File: src/sv/assert_macros.svh
// Assertion macros shared by the RTL of the sorted byte key table.
// No dependencies; define SYNTH to compile the checks out.
`ifndef ASSERT_MACROS_SVH
`define ASSERT_MACROS_SVH
`ifndef SYNTH
// Property must hold at every clock edge outside reset.
`define SBKT_ASSERT(name, clk, rstn, prop, msg) \
	name: assert property (@(posedge clk) disable iff (!rstn) (prop)) else $error(msg);
// Expression must never be true at a clock edge outside reset.
`define SBKT_ASSERT_NEVER(name, clk, rstn, expr, msg) \
	name: assert property (@(posedge clk) disable iff (!rstn) !(expr)) else $error(msg);
`else
`define SBKT_ASSERT(name, clk, rstn, prop, msg)
`define SBKT_ASSERT_NEVER(name, clk, rstn, expr, msg)
`endif
`endif

File: src/sv/sbkt16_pkg.sv
// Types and constants of the sorted byte key table.
// No dependencies.
`default_nettype none
package sbkt16_pkg;

	localparam int KEY_W         = 8;
	localparam int CMD_W         = 2;
	localparam int PORT_REF_W    = 32;
	localparam int STATUS_W      = 2;
	localparam int ENTRY_TOTAL_W = 5;

	typedef enum logic [CMD_W-1:0] {
		OP_LOOKUP  = 2'd0,
		OP_INSERT  = 2'd1,
		OP_REPLACE = 2'd2
	} op_t;

	typedef enum logic [STATUS_W-1:0] {
		ST_OK     = 2'd0,
		ST_FULL   = 2'd1,
		ST_ABSENT = 2'd2
	} status_t;

	// Broadcast to every cell in the row.
	typedef struct packed {
		logic             ins;
		logic             rep;
		logic [KEY_W-1:0] key;
	} ctl_t;

	// Handed from one cell to its right-hand neighbour.
	typedef struct packed {
		logic             valid;
		logic             lt;
		logic             eq;
		logic [KEY_W-1:0] key;
	} link_t;

endpackage
`default_nettype wire

File: src/sv/sbkt16_if.sv
// Request and response channels of the sorted byte key table.
// Depends on sbkt16_pkg for field widths.
`default_nettype none
interface sbkt16_req_if;
	logic                               valid;
	logic                               ready;
	logic [sbkt16_pkg::CMD_W-1:0]       cmd;
	logic [sbkt16_pkg::KEY_W-1:0]       search_key;
	logic [sbkt16_pkg::PORT_REF_W-1:0]  child_ref;

	modport source (output valid, cmd, search_key, child_ref, input ready);
	modport sink (input valid, cmd, search_key, child_ref, output ready);
endinterface

interface sbkt16_rsp_if;
	logic                                  valid;
	logic                                  ready;
	logic                                  found;
	logic [sbkt16_pkg::PORT_REF_W-1:0]     found_ref;
	logic [sbkt16_pkg::STATUS_W-1:0]       status;
	logic [sbkt16_pkg::ENTRY_TOTAL_W-1:0]  entry_total;

	modport source (output valid, found, found_ref, status, entry_total, input ready);
	modport sink (input valid, found, found_ref, status, entry_total, output ready);
endinterface
`default_nettype wire

File: src/sv/sbkt16_cell.sv
// One slot of the sorted table: key, reference and valid bit.
// Depends on sbkt16_pkg; instanced in a row by sorted_byte_key_table16.
`default_nettype none
module sbkt16_cell #(
	parameter int REF_WIDTH = 32
) (
	input  wire logic                  clk,
	input  wire logic                  arst_n,
	input  wire sbkt16_pkg::ctl_t      ctl,
	input  wire logic [REF_WIDTH-1:0]  new_ref,
	input  wire sbkt16_pkg::link_t     left,
	input  wire logic [REF_WIDTH-1:0]  left_ref,
	output sbkt16_pkg::link_t          right,
	output logic [REF_WIDTH-1:0]       right_ref,
	output logic                       hit,
	output logic [REF_WIDTH-1:0]       hit_ref
);

	logic                         valid_q, valid_d;
	logic [sbkt16_pkg::KEY_W-1:0] key_q, key_d;
	logic [REF_WIDTH-1:0]         ref_q, ref_d;
	logic                         lt, eq;

	assign lt = valid_q && (key_q < ctl.key);
	assign eq = valid_q && (key_q == ctl.key);
	// Equal keys sit together, so the first match has no match on its left.
	assign hit     = eq && !left.eq;
	assign hit_ref = hit ? ref_q : '0;

	assign right     = '{valid: valid_q, lt: lt, eq: eq, key: key_q};
	assign right_ref = ref_q;

	always_comb begin
		valid_d = valid_q;
		key_d   = key_q;
		ref_d   = ref_q;
		if (ctl.ins && !lt) begin
			if (left.lt) begin
				// insertion point: take the new entry
				valid_d = 1'b1;
				key_d   = ctl.key;
				ref_d   = new_ref;
			end else begin
				// past the insertion point: shift up from the left
				valid_d = left.valid;
				key_d   = left.key;
				ref_d   = left_ref;
			end
		end else if (ctl.rep && hit) begin
			ref_d = new_ref;
		end
	end

	always_ff @(posedge clk or negedge arst_n) begin
		if (!arst_n) begin
			valid_q <= 1'b0;
		end else begin
			valid_q <= valid_d;
		end
	end

	always_ff @(posedge clk) begin
		key_q <= key_d;
		ref_q <= ref_d;
	end

endmodule
`default_nettype wire

File: src/sv/sorted_byte_key_table16.sv
// Top level of the sorted byte key table: a row of sbkt16_cell slots.
// Depends on sbkt16_pkg, sbkt16_if.sv, sbkt16_cell.sv and assert_macros.svh.
//
//  channel  dir  fields                                   handshake
//  req      in   cmd, search_key, child_ref               valid/ready
//  rsp      out  found, found_ref, status, entry_total    valid/ready
//
// On acceptance the key is broadcast to every cell, each cell compares against
// its own entry and loads, keeps or takes its left neighbour's entry at the
// accepting edge. The response appears in the output register the cycle after
// acceptance; one request per cycle is sustained while rsp keeps being taken,
// bounded by the single compare-and-shift pass along the cell row.
// Reset clears the valid bits and the entry count; no clearing pass is needed.
// A held response stalls req only when rsp is not taken in the same cycle.
`default_nettype none
`include "assert_macros.svh"
module sorted_byte_key_table16 #(
	parameter int CAPACITY  = 16,
	parameter int REF_WIDTH = 32
) (
	input wire logic     clk,
	input wire logic     arst_n,
	sbkt16_req_if.sink   req,
	sbkt16_rsp_if.source rsp
);

	localparam int CNT_W   = $clog2(CAPACITY + 1);
	localparam int PORT_W  = sbkt16_pkg::PORT_REF_W;
	localparam int TOT_W   = sbkt16_pkg::ENTRY_TOTAL_W;
	localparam int REF_CPY = (REF_WIDTH < PORT_W) ? REF_WIDTH : PORT_W;
	localparam int TOT_CPY = (CNT_W < TOT_W) ? CNT_W : TOT_W;

	logic                   accept;
	logic                   full;
	logic                   is_lookup, is_insert, is_replace;
	logic                   ins_go;
	logic [CNT_W-1:0]       count_q, count_next;
	logic [REF_WIDTH-1:0]   ref_in;
	sbkt16_pkg::ctl_t       ctl;

	sbkt16_pkg::link_t      link   [CAPACITY+1];
	logic [REF_WIDTH-1:0]   link_ref [CAPACITY+1];
	logic [CAPACITY-1:0]    cell_hit;
	logic [REF_WIDTH-1:0]   cell_hit_ref [CAPACITY];
	logic                   any_hit;
	logic [REF_WIDTH-1:0]   hit_ref_or;

	logic                   rsp_valid_q;
	logic                   found_q;
	logic [PORT_W-1:0]      found_ref_q;
	sbkt16_pkg::status_t    status_q;
	logic [TOT_W-1:0]       total_q;
	logic                   found_d;
	logic [PORT_W-1:0]      found_ref_d;
	sbkt16_pkg::status_t    status_d;
	logic [TOT_W-1:0]       total_d;

	// Take a new request whenever the output register is free or being drained.
	assign req.ready = !rsp_valid_q || rsp.ready;
	assign accept    = req.valid && req.ready;

	assign full = (count_q == CNT_W'(CAPACITY));

	always_comb begin
		is_lookup  = 1'b0;
		is_insert  = 1'b0;
		is_replace = 1'b0;
		case (req.cmd)
			sbkt16_pkg::OP_LOOKUP:  is_lookup  = 1'b1;
			sbkt16_pkg::OP_INSERT:  is_insert  = 1'b1;
			sbkt16_pkg::OP_REPLACE: is_replace = 1'b1;
			default: ;  // unused code: no operation
		endcase
	end

	// Keep the low reference bits the storage can hold.
	always_comb begin
		ref_in = '0;
		ref_in[REF_CPY-1:0] = req.child_ref[REF_CPY-1:0];
	end

	// A full table drops the insert and leaves every cell untouched.
	assign ins_go = accept && is_insert && !full;
	assign ctl    = '{ins: ins_go, rep: accept && is_replace, key: req.search_key};

	// Left edge of the row: everything is "less" than the new key, nothing equal.
	assign link[0]     = '{valid: 1'b0, lt: 1'b1, eq: 1'b0, key: '0};
	assign link_ref[0] = '0;

	for (genvar i = 0; i < CAPACITY; i++) begin : g_cell
		sbkt16_cell #(
			.REF_WIDTH (REF_WIDTH)
		) u_cell (
			.clk       (clk),
			.arst_n    (arst_n),
			.ctl       (ctl),
			.new_ref   (ref_in),
			.left      (link[i]),
			.left_ref  (link_ref[i]),
			.right     (link[i+1]),
			.right_ref (link_ref[i+1]),
			.hit       (cell_hit[i]),
			.hit_ref   (cell_hit_ref[i])
		);
	end

	// At most one cell reports a first match, so a plain OR gathers it.
	always_comb begin
		any_hit    = 1'b0;
		hit_ref_or = '0;
		for (int i = 0; i < CAPACITY; i++) begin
			any_hit    = any_hit | cell_hit[i];
			hit_ref_or = hit_ref_or | cell_hit_ref[i];
		end
	end

	assign count_next = count_q + CNT_W'(ins_go);

	always_comb begin
		found_d     = (is_lookup || is_replace) && any_hit;
		found_ref_d = '0;
		if (is_lookup && any_hit) begin
			found_ref_d[REF_CPY-1:0] = hit_ref_or[REF_CPY-1:0];
		end
		status_d = sbkt16_pkg::ST_OK;
		if (is_insert && full) begin
			status_d = sbkt16_pkg::ST_FULL;
		end else if (is_replace && !any_hit) begin
			status_d = sbkt16_pkg::ST_ABSENT;
		end
		total_d = '0;
		total_d[TOT_CPY-1:0] = count_next[TOT_CPY-1:0];
	end

	always_ff @(posedge clk or negedge arst_n) begin
		if (!arst_n) begin
			count_q     <= '0;
			rsp_valid_q <= 1'b0;
		end else begin
			count_q <= count_next;
			if (accept) begin
				rsp_valid_q <= 1'b1;
			end else if (rsp.ready) begin
				rsp_valid_q <= 1'b0;
			end
		end
	end

	// Response payload: load on accept, hold otherwise.
	always_ff @(posedge clk) begin
		if (accept) begin
			found_q     <= found_d;
			found_ref_q <= found_ref_d;
			status_q    <= status_d;
			total_q     <= total_d;
		end
	end

	assign rsp.valid       = rsp_valid_q;
	assign rsp.found       = found_q;
	assign rsp.found_ref   = found_ref_q;
	assign rsp.status      = status_q;
	assign rsp.entry_total = total_q;

	// Checks on the cell row and the count.
	logic [CAPACITY-1:0] cell_valid;
	logic                row_sorted;
	logic                count_ok;
	logic [CNT_W-1:0]    count_inc;
	logic                stuck_take;

	always_comb begin
		row_sorted = 1'b1;
		for (int i = 0; i < CAPACITY; i++) begin
			cell_valid[i] = link[i+1].valid;
		end
		for (int i = 1; i < CAPACITY; i++) begin
			if (link[i+1].valid && (link[i].key > link[i+1].key)) begin
				row_sorted = 1'b0;
			end
		end
		// valid bits form a prefix as long as the entry count
		count_ok = ($countones(cell_valid) == int'(count_q))
			&& ((cell_valid & (cell_valid + 1'b1)) == '0);
	end

	assign count_inc  = count_q + 1'b1;
	assign stuck_take = rsp_valid_q && !rsp.ready && req.ready;

	`SBKT_ASSERT(a_valid_matches_count, clk, arst_n, count_ok, "valid bits disagree with count")
	`SBKT_ASSERT(a_insert_counts, clk, arst_n, ins_go |=> count_q == $past(count_inc), "insert lost")
	`SBKT_ASSERT_NEVER(a_row_unsorted, clk, arst_n, !row_sorted, "keys out of order")
	`SBKT_ASSERT_NEVER(a_overwrite_rsp, clk, arst_n, stuck_take, "held response overwritten")

endmodule
`default_nettype wire
File: src/flat_wrapper.sv
// flat-port wrapper written by rule: the top's interface ports become plain ports
module sorted_byte_key_table16_flat 
#(
	parameter int CAPACITY  = 16,
	parameter int REF_WIDTH = 32
)
  (clk, arst_n, req_valid, req_cmd, req_search_key, req_child_ref, req_ready, rsp_valid, rsp_found, rsp_found_ref, rsp_status, rsp_entry_total, rsp_ready);
  sbkt16_req_if req_i ();
  sbkt16_rsp_if rsp_i ();
  input wire logic clk;
  input wire logic arst_n;
  input wire logic [$bits(req_i.valid)-1:0] req_valid;
  input wire logic [$bits(req_i.cmd)-1:0] req_cmd;
  input wire logic [$bits(req_i.search_key)-1:0] req_search_key;
  input wire logic [$bits(req_i.child_ref)-1:0] req_child_ref;
  output wire logic [$bits(req_i.ready)-1:0] req_ready;
  output wire logic [$bits(rsp_i.valid)-1:0] rsp_valid;
  output wire logic [$bits(rsp_i.found)-1:0] rsp_found;
  output wire logic [$bits(rsp_i.found_ref)-1:0] rsp_found_ref;
  output wire logic [$bits(rsp_i.status)-1:0] rsp_status;
  output wire logic [$bits(rsp_i.entry_total)-1:0] rsp_entry_total;
  input wire logic [$bits(rsp_i.ready)-1:0] rsp_ready;
  assign req_i.valid = req_valid;
  assign req_i.cmd = req_cmd;
  assign req_i.search_key = req_search_key;
  assign req_i.child_ref = req_child_ref;
  assign req_ready = req_i.ready;
  assign rsp_valid = rsp_i.valid;
  assign rsp_found = rsp_i.found;
  assign rsp_found_ref = rsp_i.found_ref;
  assign rsp_status = rsp_i.status;
  assign rsp_entry_total = rsp_i.entry_total;
  assign rsp_i.ready = rsp_ready;
  sorted_byte_key_table16 #(.CAPACITY(CAPACITY), .REF_WIDTH(REF_WIDTH)) u_core (.clk(clk), .arst_n(arst_n), .req(req_i), .rsp(rsp_i));
endmodule
File: config.mk
export PLATFORM = sky130hd
export DESIGN_NAME = sorted_byte_key_table16_flat
export DESIGN_NICKNAME = d
export VERILOG_FILES = /design/src/sv/sbkt16_pkg.sv /design/src/sv/sbkt16_if.sv /design/src/sv/sbkt16_cell.sv /design/src/sv/sorted_byte_key_table16.sv /design/src/flat_wrapper.sv
export VERILOG_INCLUDE_DIRS = /design/src /design/src/sv
export SDC_FILE = /design/constraint.sdc
export NUM_CORES = 1
export LEC_CHECK = 0
export BUFFER_PORTS_ARGS = -buffer_cell sky130_fd_sc_hd__buf_2
export CORE_MARGIN = 1
export CORE_UTILIZATION = 60
export CTS_CLUSTER_DIAMETER = 30
export DETAILED_ROUTE_END_ITERATION = 12
export PLACE_DENSITY = 0.77
export SYNTH_ARGS = -nofsm -noshare
export SYNTH_HDL_FRONTEND = slang
export SYNTH_HIERARCHICAL = 1
export SYNTH_SLANG_ARGS = --single-unit
export TNS_END_PERCENT = 30
File: constraint.sdc
create_clock -name clk -period 8.5 [get_ports clk]
set_input_delay 0.85 -clock clk [delete_from_list [all_inputs] [get_ports clk]]
set_output_delay 0.85 -clock clk [all_outputs]
set_load 0.1 [all_outputs]
Word-level counts from Yosys, hierarchy flattened
Cells that the tools add are included.
- register bits after elaboration: 702
- input port bits: 46
- word-level logic and storage cells: 360
- add/sub/neg operators: 1
- magnitude comparators: 16
- equal/unequal tests: 19
- mux-type cells: 99
- bitwise logic cells: 30
- reduce and logical (&&, ||, !) cells: 141
- operators with widths (kind ; number):
    32-bit 2-to-1 mux ; 63
    32-bit bitwise OR ; 15
    8-bit equality test ; 16
    8-bit less-than comparator ; 16
    8-bit 2-to-1 mux ; 15
    1-bit logical AND ; 87
    1-bit logical NOT ; 34
    2-bit nonzero test ; 17
    1-bit 2-to-1 mux ; 20
    1-bit bitwise OR ; 15
    5-bit by 1-bit adder with 5-bit output ; 1
    5-bit equality test (second input constant) ; 1
    2-bit by 1-bit equality test with 1-bit output (second input constant) ; 1
    2-bit equality test (second input constant) ; 1
    2-bit logical NOT ; 1
    1-bit logical OR ; 2
    2-bit 2-to-1 mux ; 1

Longest topological paths before layout
- depth in word-level cells: 22
- gate-level depth with buffers: 12
- depth with buffers taken out: 9

By module
Netlist, hierarchy kept.
- by module, submodules not included (module ; times used ; cells each ; area each (um^2)):
    sbkt16_cell ; 16 ; 160 ; 2346.0
    sorted_byte_key_table16 ; 1 ; 273 ; 2817.7

Worst setup path before layout
OpenSTA, ideal clock, no wires.
- path type: reg2reg
- start: register u_core.rsp_valid_q (netlist: u_core/rsp.valid)
- end: register u_core.g_cell[0].u_cell.ref_q[0] (enable)
- setup time: 0.390 ns
- data arrival time: 5.399 ns
- required time: 8.110 ns
- setup slack: 2.712 ns
- stages on the path, launching flop included: 6
- buffers on the path: 0
- period minus slack after synthesis: 5.788 ns
- path through: dfrtp_1 nand2b_1 nand2_1 nor3b_1 o21ai_0 nand2_1
- RTL lines (what ; line ; text):
    start: declaration ; sorted_byte_key_table16.sv:48 ; logic rsp_valid_q;
    start signal: assignment ; sorted_byte_key_table16.sv:138 ; rsp_valid_q <= 1'b0;
    start signal: assignment ; sorted_byte_key_table16.sv:142 ; rsp_valid_q <= 1'b1;
    start signal: assignment ; sorted_byte_key_table16.sv:144 ; rsp_valid_q <= 1'b0;
    end signal: assignment ; sbkt16_cell.sv:64 ; ref_q <= ref_d;
    end: declaration ; sbkt16_cell.sv:21 ; logic [REF_WIDTH-1:0] ref_q, ref_d;

==> flow_metrics.tcl <==
set metrics [dict create \
    p_per_area_nw_per_um2 233 \
    ctsResizeCount 0 \
    avgRoutedWirePerCell_um 26.5 \
    crit_top_cell "nor3_1" \
    syn_inst 2828 \
    hold_class "in2async" \
    num_vias 24891 \
    drive_gt1_share_pct 35.1 \
    worstPathMaxFanout 35 \
    area_growth_pct 14.7 \
    cts_sinks 702 \
    ys_warn_count 6 \
    routabilityCongestion 0.827 \
    setup_tns_ns 0 \
    crit_path_max_incr_delay_ns 0.92 \
    rsz0062_at_grt "false" \
    initial_core_util_pct 61.0 \
    htreeDepth 4 \
    syn_area_um2 40300 \
    path_clk_slew_ns 0.05 \
    vias_per_cell 6.28 \
    clock_latency_ns 0.73 \
    endpoint_kind "flop" \
    clock_skew_ns 0.0300 \
    rrSetupSlack_ns 4.70 \
    die_area_um2 68200 \
    violations "DRC, slew limit" \
    crit_type "in2reg" \
    pin_count 88 \
    placed_area_um2 41100 \
    p_leak_nw 19.2 \
    worst_slew_pin_slew_ns 1.92 \
    grt_pass1_vias 26220 \
    rows 94 \
    drc 2 \
    dieHeight_um 261 \
    clockBufferDepth 3 \
    grt_pass1_wl_um 158000 \
    antenna_found_initial 3 \
    cp.required_ns 8.92 \
    globalRouteTotalUtil_pct 30.9 \
    drv_cap 0 \
    slew_violations 33 \
    cp_cell_sequence "buf_2, inv_1, ha_1, nand4_1, nor3_1, nor4_4, buf_4, nor4_1, a41o_2, nor3_1" \
    syn_avg_cell_area_um2 14.3 \
    start_kind "primary input" \
    clock-root-buffer "clkbuf_16" \
    drt_first_iter_violations 2181 \
    hold_buffers 0 \
    cp.arrival_ns 4.60 \
    dr.pass1.iters 11 \
    grt_max_degree 41 \
    core_um2 66100 \
    cts_tree "yes" \
    setup_viol 0 \
    wirelength_um 105000 \
    final_cell_area_um2 46200 \
    p_total_mw 10.8 \
    final_antenna_net_count 0 \
    slew_headroom_pct -28.2 \
    cts_setup_buffers 0 \
    slowest_stage "a41o_2" \
    hold_viol 0 \
    overflow 0 \
    startpoint "req_search_key[7]" \
    die_x_um 261 \
    reg2regPathDepth 8 \
    finish.utilization_pct 70.0 \
    ir_worst_vdd_mv 0.182 \
    worstReg2RegEnd "u_core/rsp.found_ref[18]" \
    clock.fmax_mhz 240 \
    status "finished, violations left" \
    cts_buffers 148 \
    dp_hpwl_um 59100 \
    min_period_ns 4.17 \
    timing.final.crit_share_pct 49.1 \
    io_buffers 87 \
    crit_path_end "u_core/rsp.found_ref[18]" \
    nNetsFinal 3153 \
    r2r_start "u_core/g_cell[0].u_cell/key_q[7]" \
]
==> sequential cells by signal (all words and copies together) (netlist names) <==
name	flops
u_core/rsp.found	1
u_core/rsp.found_ref	32
u_core/g_cell.u_cell/key_q	128
u_core/g_cell.u_cell/right_ref	512
u_core/count_q	5
u_core/rsp.status	2
u_core/rsp.valid	1
u_core/g_cell.u_cell/valid_q	16
u_core/rsp.entry_total	5
==> power by group <==
| part | total (mW) | switching [mW] | internal (mW) |
|---|---|---|---|
| Combinational | 0.884 | 0.498 | 0.386 |
| Clock | 5.86 | 1.98 | 3.88 |
| Sequential | 4.01 | 0.0614 | 3.95 |
| Total | 10.8 | 2.54 | 8.21 |
==> metrics by stage <==
step	setup WS [ns]	instances	hold slack [ns]
final	4.33	3965	0.164
after detailed placement	3.75	3691	0.501
after global routing	4.18	3963	0.189
after floorplan	2.71	2869	0.461
after CTS	4.49	3963	0.164
after global placement	3.82	3691	0.480
==> metal layers <==
layer  GRT usage (%)  up-vias  wire, µm
li1                -    10762         -
met1            38.4    12611     40800
met2            51.7     1247     51600
met3            7.46      267      8890
met4            13.3        4      3710
met5               0        -        30
==> worst min-delay path by stage <==
stage                      start                               to  slack [ns]  depth (start not counted)
2_1_floorplan  u_core/count_q[4]                u_core/count_q[4]        0.46                          1
3_3_place_gp   u_core/count_q[4]                u_core/count_q[4]        0.48                          1
3_5_place_dp   u_core/count_q[4]                u_core/count_q[4]        0.50                          1
4_1_cts                   arst_n  u_core/g_cell[5].u_cell/valid_q        0.16                          1
5_1_grt                   arst_n  u_core/g_cell[5].u_cell/valid_q        0.19                          1
6_report                  arst_n  u_core/g_cell[5].u_cell/valid_q        0.16                          1
==> cell type report <==
type,count,area (µm²)
Inverter,146,548
Fill cell,4223,19900
Clock inverter,106,1290
Tap cell,864,1080
Multi-Input combinational cell,1857,17800
Timing Repair Buffer,122,698
Sequential cell,702,21000
Clock buffer,166,3830
Antenna cell,2,5.00
==> critical path, delay by kind of cell <==
kind                       cells  cell delay, ns
AOI/OAI and AO/OA              1            0.92
adders and majority gates      1            0.35
buffers and inverters          3            0.96
and+or+nand+nor                5            1.45
==> cell usage in the layout, fill, tap and decap left out, types with 3 or more instances in the layout <==
cell type and count:
nor2b_1 32, ha_1 130, a21oi_1 16, edfxtp_1 680
inv_1 145, nand4_1 33, inv_6 7, o21bai_1 16
clkinv_1 16, clkinv_8 8, nor4_4 16, inv_16 3
bufinv_16 20, o32a_1 16, dfrtp_1 22, clkinvlp_4 14
nand4b_2 16, conb_1 43, nand2b_1 4, buf_2 87
nand3_1 18, nor4_1 133, mux2_4 480, nor3_1 47
a21o_1 16, clkbuf_16 150, buf_4 35, mux2_2 160
nand2_2 16, and2_1 512, clkinv_4 6, nand2_1 50
and4_1 32, nor2_1 18, a21oi_2 16, o21ai_4 16
o21ai_0 16, clkinv_2 29, clkbuf_1 14
Power figures use the tool's default switching activity.
